## src/rtl/teq_pkg.sv

```systemverilog
`timescale 1ns / 1ps
`default_nettype none

package teq_pkg;

   localparam int TIME_W              = 32;
   localparam int ID_W                = 16;
   localparam int COUNT_W             = 32;
   localparam int OCC_W               = 5;
   localparam int DEFAULT_QUEUE_DEPTH = 16;
   localparam int MAX_BATCH           = 16;
   localparam int BATCH_W             = $clog2(MAX_BATCH);

   typedef enum logic [1:0] {
      STATUS_SCHEDULED  = 2'd0,
      STATUS_DROPPED    = 2'd1,
      STATUS_DISPATCHED = 2'd2,
      STATUS_EMPTY      = 2'd3
   } status_type;

   typedef enum logic {
      ACTION_SCHEDULE = 1'b0,
      ACTION_STEP     = 1'b1
   } action_type;

   // commands from controller to datapath
   typedef struct packed {
      logic load;    // capture the accepted word
      logic insert;  // sorted insert of the held event
      logic drop;    // report queue full
      logic pop;     // dispatch the head entry
      logic empty;   // report empty queue
      logic last;    // mark the result as final
   } cmd_type;

   // status from datapath to controller
   typedef struct packed {
      logic full;
      logic empty;
      logic next_equal;  // entry behind the head has the head's time
   } stat_type;

endpackage

`default_nettype wire

```

## src/rtl/teq_ctrl.sv

```systemverilog
`timescale 1ns / 1ps
`default_nettype none

module teq_ctrl (
   input  wire logic             clock,
   input  wire logic             reset,
   input  wire logic             start,
   input  wire logic             req_action,
   input  wire teq_pkg::stat_type stat,
   output teq_pkg::cmd_type      cmd,
   output logic                  busy
);

   typedef enum logic [1:0] {
      ST_IDLE,
      ST_SCHED,
      ST_STEP
   } state_type;

   state_type                     state_ff, state_in;
   logic [teq_pkg::BATCH_W-1:0]   batch_ff, batch_in;
   logic                          busy_ff, busy_in;
   logic                          more;

   // keep dispatching while the next entry shares the head time, up to MAX_BATCH per step word
   assign more = stat.next_equal && (batch_ff != teq_pkg::BATCH_W'(teq_pkg::MAX_BATCH - 1));

   always_comb begin
      cmd      = '0;
      state_in = state_ff;
      batch_in = batch_ff;
      unique case (state_ff)
         ST_IDLE: begin
            if (start) begin
               cmd.load = 1'b1;
               batch_in = '0;
               state_in = (req_action == teq_pkg::ACTION_STEP) ? ST_STEP : ST_SCHED;
            end
         end
         ST_SCHED: begin
            cmd.last = 1'b1;
            if (stat.full) begin
               cmd.drop = 1'b1;
            end else begin
               cmd.insert = 1'b1;
            end
            state_in = ST_IDLE;
         end
         ST_STEP: begin
            if (stat.empty) begin
               cmd.empty = 1'b1;
               cmd.last  = 1'b1;
               state_in  = ST_IDLE;
            end else begin
               cmd.pop  = 1'b1;
               cmd.last = !more;
               if (more) begin
                  batch_in = batch_ff + 1'b1;
               end else begin
                  state_in = ST_IDLE;
               end
            end
         end
         default: begin
            state_in = ST_IDLE;
         end
      endcase
      busy_in = (state_in != ST_IDLE);
   end

   always_ff @(posedge clock) begin
      if (reset) begin
         state_ff <= ST_IDLE;
         batch_ff <= '0;
         busy_ff  <= 1'b0;
      end else begin
         state_ff <= state_in;
         batch_ff <= batch_in;
         busy_ff  <= busy_in;
      end
   end

   assign busy = busy_ff;

endmodule

`default_nettype wire

```

## src/rtl/teq_dpath.sv

```systemverilog
`timescale 1ns / 1ps
`default_nettype none

module teq_dpath #(
   parameter int QUEUE_DEPTH = teq_pkg::DEFAULT_QUEUE_DEPTH
) (
   input  wire logic                          clock,
   input  wire logic                          reset,
   input  wire teq_pkg::cmd_type              cmd,
   input  wire logic [teq_pkg::TIME_W-1:0]    req_event_time,
   input  wire logic [teq_pkg::ID_W-1:0]      req_event_id,
   output teq_pkg::stat_type                  stat,
   output logic                               rsp_valid,
   output logic [1:0]                         rsp_status,
   output logic [teq_pkg::ID_W-1:0]           rsp_out_event_id,
   output logic [teq_pkg::TIME_W-1:0]         rsp_sim_time,
   output logic [teq_pkg::COUNT_W-1:0]        rsp_dispatched_count,
   output logic [teq_pkg::OCC_W-1:0]          rsp_occupancy,
   output logic                               rsp_last
);

   localparam int CNT_W = $clog2(QUEUE_DEPTH + 1);

   // sorted entry cells, head at index 0
   logic [teq_pkg::TIME_W-1:0]  time_ff [QUEUE_DEPTH];
   logic [teq_pkg::ID_W-1:0]    id_ff   [QUEUE_DEPTH];
   logic [teq_pkg::TIME_W-1:0]  ins_time_in [QUEUE_DEPTH];
   logic [teq_pkg::ID_W-1:0]    ins_id_in   [QUEUE_DEPTH];
   logic [teq_pkg::TIME_W-1:0]  pop_time_in [QUEUE_DEPTH];
   logic [teq_pkg::ID_W-1:0]    pop_id_in   [QUEUE_DEPTH];
   logic [QUEUE_DEPTH-1:0]      later;

   logic [teq_pkg::TIME_W-1:0]  item_time_ff;
   logic [teq_pkg::ID_W-1:0]    item_id_ff;
   logic [CNT_W-1:0]            count_ff, count_in;
   logic [teq_pkg::TIME_W-1:0]  now_ff, now_in;
   logic [teq_pkg::COUNT_W-1:0] total_ff, total_in;
   logic [31:0]                 count_wide;

   logic                        rsp_valid_ff;
   logic [1:0]                  rsp_status_ff;
   logic [teq_pkg::ID_W-1:0]    rsp_id_ff;
   logic [teq_pkg::TIME_W-1:0]  rsp_time_ff;
   logic [teq_pkg::COUNT_W-1:0] rsp_total_ff;
   logic [teq_pkg::OCC_W-1:0]   rsp_occ_ff;
   logic                        rsp_last_ff;

   // parallel compare: which live entries lie strictly after the new event
   always_comb begin
      for (int i = 0; i < QUEUE_DEPTH; i++) begin
         later[i] = (CNT_W'(i) < count_ff) && (time_ff[i] > item_time_ff);
      end
   end

   genvar g;
   generate
      for (g = 0; g < QUEUE_DEPTH; g++) begin : g_cell
         logic shift_up;
         logic take_new;
         if (g == 0) begin : g_head
            assign shift_up = 1'b0;
         end else begin : g_body
            assign shift_up = later[g-1];
         end
         assign take_new = later[g] || (CNT_W'(g) == count_ff);

         always_comb begin
            if (shift_up) begin
               ins_time_in[g] = time_ff[(g == 0) ? 0 : g-1];
               ins_id_in[g]   = id_ff[(g == 0) ? 0 : g-1];
            end else if (take_new) begin
               ins_time_in[g] = item_time_ff;
               ins_id_in[g]   = item_id_ff;
            end else begin
               ins_time_in[g] = time_ff[g];
               ins_id_in[g]   = id_ff[g];
            end
         end

         if (g == QUEUE_DEPTH - 1) begin : g_tail
            assign pop_time_in[g] = time_ff[g];
            assign pop_id_in[g]   = id_ff[g];
         end else begin : g_inner
            assign pop_time_in[g] = time_ff[g+1];
            assign pop_id_in[g]   = id_ff[g+1];
         end
      end
   endgenerate

   always_ff @(posedge clock) begin
      if (cmd.insert) begin
         for (int i = 0; i < QUEUE_DEPTH; i++) begin
            time_ff[i] <= ins_time_in[i];
            id_ff[i]   <= ins_id_in[i];
         end
      end else if (cmd.pop) begin
         for (int i = 0; i < QUEUE_DEPTH; i++) begin
            time_ff[i] <= pop_time_in[i];
            id_ff[i]   <= pop_id_in[i];
         end
      end
      if (cmd.load) begin
         item_time_ff <= req_event_time;
         item_id_ff   <= req_event_id;
      end
   end

   always_comb begin
      count_in = count_ff;
      now_in   = now_ff;
      total_in = total_ff;
      if (cmd.insert) begin
         count_in = count_ff + 1'b1;
      end else if (cmd.pop) begin
         count_in = count_ff - 1'b1;
         now_in   = time_ff[0];
         total_in = total_ff + 1'b1;
      end
   end

   assign count_wide = 32'(count_in);

   always_ff @(posedge clock) begin
      if (reset) begin
         count_ff     <= '0;
         now_ff       <= '0;
         total_ff     <= '0;
         rsp_valid_ff <= 1'b0;
      end else begin
         count_ff     <= count_in;
         now_ff       <= now_in;
         total_ff     <= total_in;
         rsp_valid_ff <= cmd.insert || cmd.drop || cmd.pop || cmd.empty;
      end
   end

   // result word, registered; payload needs no reset
   always_ff @(posedge clock) begin
      priority if (cmd.pop) begin
         rsp_status_ff <= teq_pkg::STATUS_DISPATCHED;
         rsp_id_ff     <= id_ff[0];
      end else if (cmd.insert) begin
         rsp_status_ff <= teq_pkg::STATUS_SCHEDULED;
         rsp_id_ff     <= '0;
      end else if (cmd.drop) begin
         rsp_status_ff <= teq_pkg::STATUS_DROPPED;
         rsp_id_ff     <= '0;
      end else begin
         rsp_status_ff <= teq_pkg::STATUS_EMPTY;
         rsp_id_ff     <= '0;
      end
      rsp_time_ff  <= now_in;
      rsp_total_ff <= total_in;
      rsp_occ_ff   <= count_wide[teq_pkg::OCC_W-1:0];
      rsp_last_ff  <= cmd.last;
   end

   assign stat.full       = (count_ff == CNT_W'(QUEUE_DEPTH));
   assign stat.empty      = (count_ff == '0);
   assign stat.next_equal = (count_ff >= CNT_W'(2)) && (time_ff[1] == time_ff[0]);

   assign rsp_valid            = rsp_valid_ff;
   assign rsp_status           = rsp_status_ff;
   assign rsp_out_event_id     = rsp_id_ff;
   assign rsp_sim_time         = rsp_time_ff;
   assign rsp_dispatched_count = rsp_total_ff;
   assign rsp_occupancy        = rsp_occ_ff;
   assign rsp_last             = rsp_last_ff;

endmodule

`default_nettype wire

```

## src/rtl/timestamp_ordered_event_queue.sv

```systemverilog
`timescale 1ns / 1ps
`default_nettype none

// Channel   Ports                                               Handshake
// request   req_action, req_event_time, req_event_id            word taken when start & !busy
// response  rsp_status, rsp_out_event_id, rsp_sim_time,         one cycle, rsp_valid strobe
//           rsp_dispatched_count, rsp_occupancy, rsp_last
//
// A schedule word is first captured, then placed by the parallel compare and shift
// insert across all entry cells. A step word pops a batch of up to MAX_BATCH
// equal-time events (one empty report on an empty queue), one head pop per cycle.
// Each result is registered and appears in the cycle after the cycle that produced it.
// Synchronous reset empties the queue and clears time and dispatch count; entry
// contents are left as they are. The receiver cannot stall results.

module timestamp_ordered_event_queue #(
   parameter int QUEUE_DEPTH = teq_pkg::DEFAULT_QUEUE_DEPTH
) (
   input  wire logic                          clock,
   input  wire logic                          reset,
   input  wire logic                          start,
   output logic                               busy,
   input  wire logic                          req_action,
   input  wire logic [teq_pkg::TIME_W-1:0]    req_event_time,
   input  wire logic [teq_pkg::ID_W-1:0]      req_event_id,
   output logic                               rsp_valid,
   output logic [1:0]                         rsp_status,
   output logic [teq_pkg::ID_W-1:0]           rsp_out_event_id,
   output logic [teq_pkg::TIME_W-1:0]         rsp_sim_time,
   output logic [teq_pkg::COUNT_W-1:0]        rsp_dispatched_count,
   output logic [teq_pkg::OCC_W-1:0]          rsp_occupancy,
   output logic                               rsp_last
);

   teq_pkg::cmd_type  cmd;
   teq_pkg::stat_type stat;
   logic              accept;

   // controller sees the word only when it is actually taken
   assign accept = start && !busy;

   // sequence schedule, drop, dispatch batch and empty report
   teq_ctrl u_ctrl (
      .clock      (clock),
      .reset      (reset),
      .start      (accept),
      .req_action (req_action),
      .stat       (stat),
      .cmd        (cmd),
      .busy       (busy)
   );

   // hold sorted entries, simulation time, dispatch count and the result word
   teq_dpath #(
      .QUEUE_DEPTH (QUEUE_DEPTH)
   ) u_dpath (
      .clock                (clock),
      .reset                (reset),
      .cmd                  (cmd),
      .req_event_time       (req_event_time),
      .req_event_id         (req_event_id),
      .stat                 (stat),
      .rsp_valid            (rsp_valid),
      .rsp_status           (rsp_status),
      .rsp_out_event_id     (rsp_out_event_id),
      .rsp_sim_time         (rsp_sim_time),
      .rsp_dispatched_count (rsp_dispatched_count),
      .rsp_occupancy        (rsp_occupancy),
      .rsp_last             (rsp_last)
   );

endmodule

`default_nettype wire

```

## config.mk

```make
export PLATFORM = sky130hd
export DESIGN_NAME = timestamp_ordered_event_queue
export DESIGN_NICKNAME = d
export VERILOG_FILES = /design/src/rtl/teq_pkg.sv /design/src/rtl/teq_ctrl.sv /design/src/rtl/teq_dpath.sv /design/src/rtl/timestamp_ordered_event_queue.sv
export SDC_FILE = /design/constraint.sdc
export NUM_CORES = 2
export LEC_CHECK = 0
export BUFFER_PORTS_ARGS = -buffer_cell sky130_fd_sc_hd__buf_4
export CAP_MARGIN = 20
export CORE_MARGIN = 2
export CORE_UTILIZATION = 52
export CTS_BUF_LIST = sky130_fd_sc_hd__clkbuf_4
export DETAILED_ROUTE_END_ITERATION = 12
export GPL_TIMING_DRIVEN = 0
export PLACE_DENSITY = 0.66
export SYNTH_ARGS = -nofsm -noshare
export SYNTH_HDL_FRONTEND = slang
export SYNTH_SLANG_ARGS = --single-unit
export TNS_END_PERCENT = 5
```

## constraint.sdc

```tcl
create_clock -name clock -period 8 [get_ports clock]
set_input_delay 1.6 -clock clock [delete_from_list [all_inputs] [get_ports clock]]
set_output_delay 1.6 -clock clock [all_outputs]
set_load 0.02 [all_outputs]
```

# After elaboration in Yosys (flattened, before gate mapping)

Memory sizes are Yosys's and may differ from the RTL's.
Index checks and enable logic that the tools add are counted.

Register bits: 213
Bits in writable memories: 768
Input bits: 52
Logic and storage cells: 282
Memories kept: 2

$add $sub $neg: 4
$lt $le $gt $ge: 33
Eq/ne operators: 23
Mux-type cells: 126
Bitwise logic cells: 32
Reductions and logical operators: 46

Memories:

| name            | depth | width | read ports | clocked after memory_dff | wr ports | RTL line        | RTL |
|---|---|---|---|---|---|---|---|
| u_dpath.time_ff | 16    | 32    | 16         | 0                        | 16       | teq_dpath.sv:25 | `logic [teq_pkg::TIME_W-1:0] time_ff [QUEUE_DEPTH];` |
| u_dpath.id_ff   | 16    | 16    | 16         | 0                        | 16       | teq_dpath.sv:26 | `logic [teq_pkg::ID_W-1:0] id_ff [QUEUE_DEPTH];` |

Operator list:

| operator                                            | count |
|---|---|
| 2-to-1 mux 32 bit                                   | 51 |
| 2-to-1 mux 16 bit                                   | 47 |
| > comparator 32 bit                                 | 16 |
| equality test 4 x 5 -> 1 bit, first input constant  | 8 |
| < comparator 4 x 5 -> 1 bit, first input constant   | 8 |
| adder 32 x 1 -> 32 bit, second input constant       | 1 |
| equality test 32 bit                                | 1 |
| bitwise OR 1 bit                                    | 32 |
| equality test 3 x 5 -> 1 bit, first input constant  | 4 |
| < comparator 3 x 5 -> 1 bit, first input constant   | 4 |
| logical AND 1 bit                                   | 19 |
| logical OR 1 bit                                    | 19 |
| 2-to-1 mux 2 bit                                    | 8 |
| 2-to-1 mux 1 bit                                    | 12 |
| 2-to-1 mux 4 bit                                    | 3 |
| equality test 2 x 5 -> 1 bit, first input constant  | 2 |
| < comparator 1 x 5 -> 1 bit, first input constant   | 2 |
| < comparator 2 x 5 -> 1 bit, first input constant   | 2 |
| 2-to-1 mux 5 bit                                    | 2 |
| case mux 4 bit (2 select lines)                     | 1 |
| adder 5 x 1 -> 5 bit, second input constant         | 1 |
| equality test 1 x 5 -> 1 bit, first input constant  | 1 |
| equality test 5 bit, second input constant          | 1 |
| >= comparator 5 x 2 -> 1 bit, second input constant | 1 |
| other kinds (15)                                    | 18 |

# Longest topological paths before layout

An unclocked memory read counts as a cell.

Depth after elaboration: 8
Mapped depth: 12
Mapped depth without buffers: 8

# Cells and area by module

A second synthesis with hierarchy kept.

Cell total of the unflattened synthesis: 5680
Area, all modules: 57858.0 um^2

Modules (own cells, without submodules):

| module                        | times used | cells each | area each (um^2) | sequential area each (um^2) |
|---|---|---|---|---|
| teq_dpath                     | 1          | 5626       | 57410.1          | 27666.5 |
| teq_ctrl                      | 1          | 53         | 434.2            | 140.1 |
| timestamp_ordered_event_queue | 1          | 1          | 13.8             | 0.0 |

# Least setup slack after synthesis

No wires, ideal clock.

Kind: flip-flop to flip-flop
Start: reg, netlist name u_dpath.item_time_ff[30]
End: mem u_dpath.id_ff[0][16] in the netlist's numbering, enable pin
Arrival time: 5.127 ns
Slack: 2.392 ns
Stages on the path, launching flop included: 10
Clock period less this slack: 5.608 ns
Path through: edfxtp_1 inv_1 ha_1 nand4_1 or4_1 nor3_1 o31a_1 nor2_1 buf_2 a41oi_1

RTL lines:

| item      | RTL line |
|---|---|
| to (decl) | teq_dpath.sv:26 |

==> flow_summary.toml <==
[outcome]
outcome = "complete, no violations"

[worst_setup_path]
r2r-end = "u_dpath.time_ff[0][295]"
r2r_cells = 10
critical_path_class = "flip-flop to flip-flop"
path_delay_family = "compound AO/OA/AOI/OAI gates"
endpoint_kind = "flip-flop"
r2r_start = "u_dpath.item_time_ff[15]"
crit_path_start_kind = "flip-flop"
rrSetupSlack_ns = 1.11
cp_slowest_stage_delay_ns = 1.01
path_max_fanout = 25
cp_slowest_cell = "a311oi_1"
path_cells = "inv_1, ha_1, nand4_1, nor4_1, o21ai_0, a311oi_1, clkbuf_1, nor2_1, a41oi_4, buf_12"
cp.arrival_ns = 7.85
cp_data_required_time_ns = 8.96
path_buf_inv = 3

[cts]
cts_tree = "done"
cts_resized = 0
path_clk_slew_ns = 0.06
postCtsHoldBufs = 0
numCtsBuffers = 297
root_buffer = "clkbuf_4"
htree_levels = 5
clock_latency_ns = 1.35
clock-sinks = 981
post_cts_buffers = 0
cts_buffer_depth = 4

[synth]
synthesis.nets = 6761
avgSynthCellArea_um2 = 9.60
netlist_instances = 6187
synth_edf_count = 816
ys_warn_count = 0
ys_seq_area_share_pct = 46.8
synth-seq-cells = 981
syn_area_um2 = 59400
yosysMostFrequentCell = "edfxtp_1"
synth_area_leaders = "edfxtp_1 41%, ha_1 11%, a31oi_1 6.3%, dfxtp_1 5.6%, o21ai_0 4.9%"
synth_commonest_cells = "816 x edfxtp_1, 657 x nor2_1, 596 x a31oi_1"
ys_types = 66
synth_flop_cell = "edfxtp_1"
yosysTopAreaCell = "edfxtp_1"
netlist.area_leader.share_pct = 41.2
synthArstFlopShare_pct = 0

[power_and_ir_drop]
ir_drop_v = 0.000166
p_per_area_nw_per_um2 = 198
internal_power_w = 0.00912
combPwrFrac_pct = 16.8
power_frac_clock_pct = 36.1
swShare_pct = 31.2
p_leak_nw = 25.0
seq_power_share_pct = 47.1
switchingPower_w = 0.00413

[hold_path]
holdPathEnd = "u_dpath.rsp_sim_time[22]"
whs_path_depth = 2
worstHoldPathType = "flip-flop to flip-flop"
min_from = "u_dpath.now_ff[22]"

[grt]
grt_util_all_layers_pct = 38.7
grt_pass1_wl_mm = 338
overflow = 0
antenna_found_initial = 6
grt_max_degree = 28
grt_pass1_vias = 53300

[final_layout]
drive_gt1_share_pct = 12.1
multi_input_area_um2 = 29400
regArea_um2 = 27800
area_growth_pct = 12.4
finalNetCount = 7237
fin_util_pct = 58.6
nFillCells = 10200

[floorplanning]
die_w_um = 342
die_area_um2 = 117000
core_area_um2 = 114000
rows = 124
initial_core_util_pct = 52.2
ios = 142
fp.dieH_um = 342

[job]
maxCapViolCount = 0

[detailed_routing]
wl_per_cell_um = 27.8
vias = 57300
drtAntennaViolNets = 0
dr.pass1.iters = 9
vias_per_cell = 6.84
wl_mm = 232
drt_iter0_drc = 8044
drc = 0

[placement]
port_buffers = 141
globalplace.congestion = 1.03
pre_cts_ws_ns = 1.73
hpwl_mm = 181

[timing]
rsz0062_at_grt = "false"
setup_slack_ns = 1.11
worstMarginPinSlew_ns = 1.20
report.final.slew_viol_count = 0
clock-skew-final_ns = 0.0998
finalCritPeriodShare_pct = 86.1
slew_headroom_pct = 19.7
period_needed_ns = 6.89
fmax_mhz = 145
hold_viol = 0
setup_viol = 0
finalSetupTns_ns = 0
==> how the worst max path moves through the flow <==
stage	slack, ns	to	start	depth (start not counted)
CTS	1.67	u_dpath.time_ff[0][303]	u_dpath.item_time_ff[14]	10
global route	1.18	u_dpath.time_ff[0][304]	u_dpath.item_time_ff[5]	10
global placement	-1.23	u_dpath.time_ff[0][326]	u_dpath.item_time_ff[15]	9
detailed placement	1.73	u_dpath.time_ff[0][295]	u_dpath.item_time_ff[15]	10
finish	1.11	u_dpath.time_ff[0][295]	u_dpath.item_time_ff[15]	10
floorplan	2.39	u_dpath.id_ff[0][16]	u_dpath.item_time_ff[30]	9
==> worst reg2reg max path, delay by kind of cell, from the launching register on <==
family	cells	cell delay [ns]
buffers and inverters	3	1.70
AND/OR/NAND/NOR	3	1.26
AO/OA/AOI/OAI	3	2.26
flip-flops	1	0.80
adder cells (fa/ha/maj)	1	0.55
==> sequential cells by signal, indices dropped and copies added, names as in the netlist <==
| signal | cells |
|---|---|
| u_ctrl.batch_ff | 4 |
| u_ctrl.busy | 1 |
| u_ctrl.state_ff | 2 |
| u_dpath.count_ff | 5 |
| u_dpath.id_ff | 256 |
| u_dpath.item_id_ff | 16 |
| u_dpath.item_time_ff | 32 |
| u_dpath.now_ff | 32 |
| u_dpath.rsp_dispatched_count | 32 |
| u_dpath.rsp_last | 1 |
| u_dpath.rsp_occupancy | 5 |
| u_dpath.rsp_out_event_id | 16 |
| u_dpath.rsp_sim_time | 32 |
| u_dpath.rsp_status | 2 |
| u_dpath.rsp_valid | 1 |
| u_dpath.time_ff | 512 |
| u_dpath.total_ff | 32 |
==> power groups by stage <==
stage          Clock, W  Combinational (W)  Sequential [W]
2_1_floorplan         0            0.00139         0.00621
3_3_place_gp          0            0.00199         0.00639
3_5_place_dp          0            0.00214         0.00633
4_1_cts         0.00480            0.00215         0.00622
5_1_grt         0.00504            0.00242         0.00625
6_report        0.00479            0.00222         0.00624
==> layer usage <==
metal	vias to the layer above	share of wire, %	track usage [%]
li1	24900	-	-
met1	27800	40	54.1
met2	3836	42	55.0
met3	680	13	11.2
met4	6	4.9	18.3
met5	-	0.026	0
==> cell type report <==
type | instances | area share (%)
diodes | 13 | 0.0487
plain buffers | 535 | 3.27
clock buffers | 427 | 4.80
clock inverters | 54 | 0.309
inverters | 74 | 0.416
multi-input cells | 4597 | 44.1
flip-flops and latches | 981 | 41.6
well taps | 1512 | 2.83
repair buffers | 177 | 2.59
==> cell usage in the layout (no fill, tap or decap), drive strengths merged, types with 50 or more instances in the layout <==
| cell | n |
|---|---|
| o211ai | 273 |
| a31oi | 596 |
| dfxtp | 165 |
| buf | 322 |
| nand4 | 144 |
| and2 | 59 |
| nand3 | 549 |
| edfxtp | 816 |
| a21oi | 301 |
| inv | 77 |
| a21o | 50 |
| o21ai | 592 |
| clkinv | 51 |
| nor2 | 657 |
| a221o | 63 |
| clkbuf | 817 |
| nand2 | 358 |
| ha | 522 |
==> kinds of logic (layout without fill, tap and decap cells) <==
logic type | count (synthesis) | count (layout) | synth area share (%)
adders and majority gates | 522 | 522 | 11.0
DFF | 981 | 981 | 46.8
and+or+nand+nor | 1958 | 1958 | 15.4
muxes | 48 | 48 | 0.910
xor gates and xnor gates | 67 | 67 | 0.988
buffers and inverters | 609 | 1267 | 4.14
AOI/OAI and AO/OA | 2002 | 2002 | 20.8
other | 0 | 13 | 0
==> metrics by stage <==
step	power [W]	hold slack, ns	instance area (um2)	instances
global placement	0.00838	0.429	62400	7840
finish	0.0133	0.429	66800	8370
floorplan	0.00759	0.417	59400	6187
global route	0.0137	0.439	66800	8362
detailed placement	0.00847	0.435	63300	7875
CTS	0.0132	0.408	66700	8356
(Power assumes the default switching activity.)
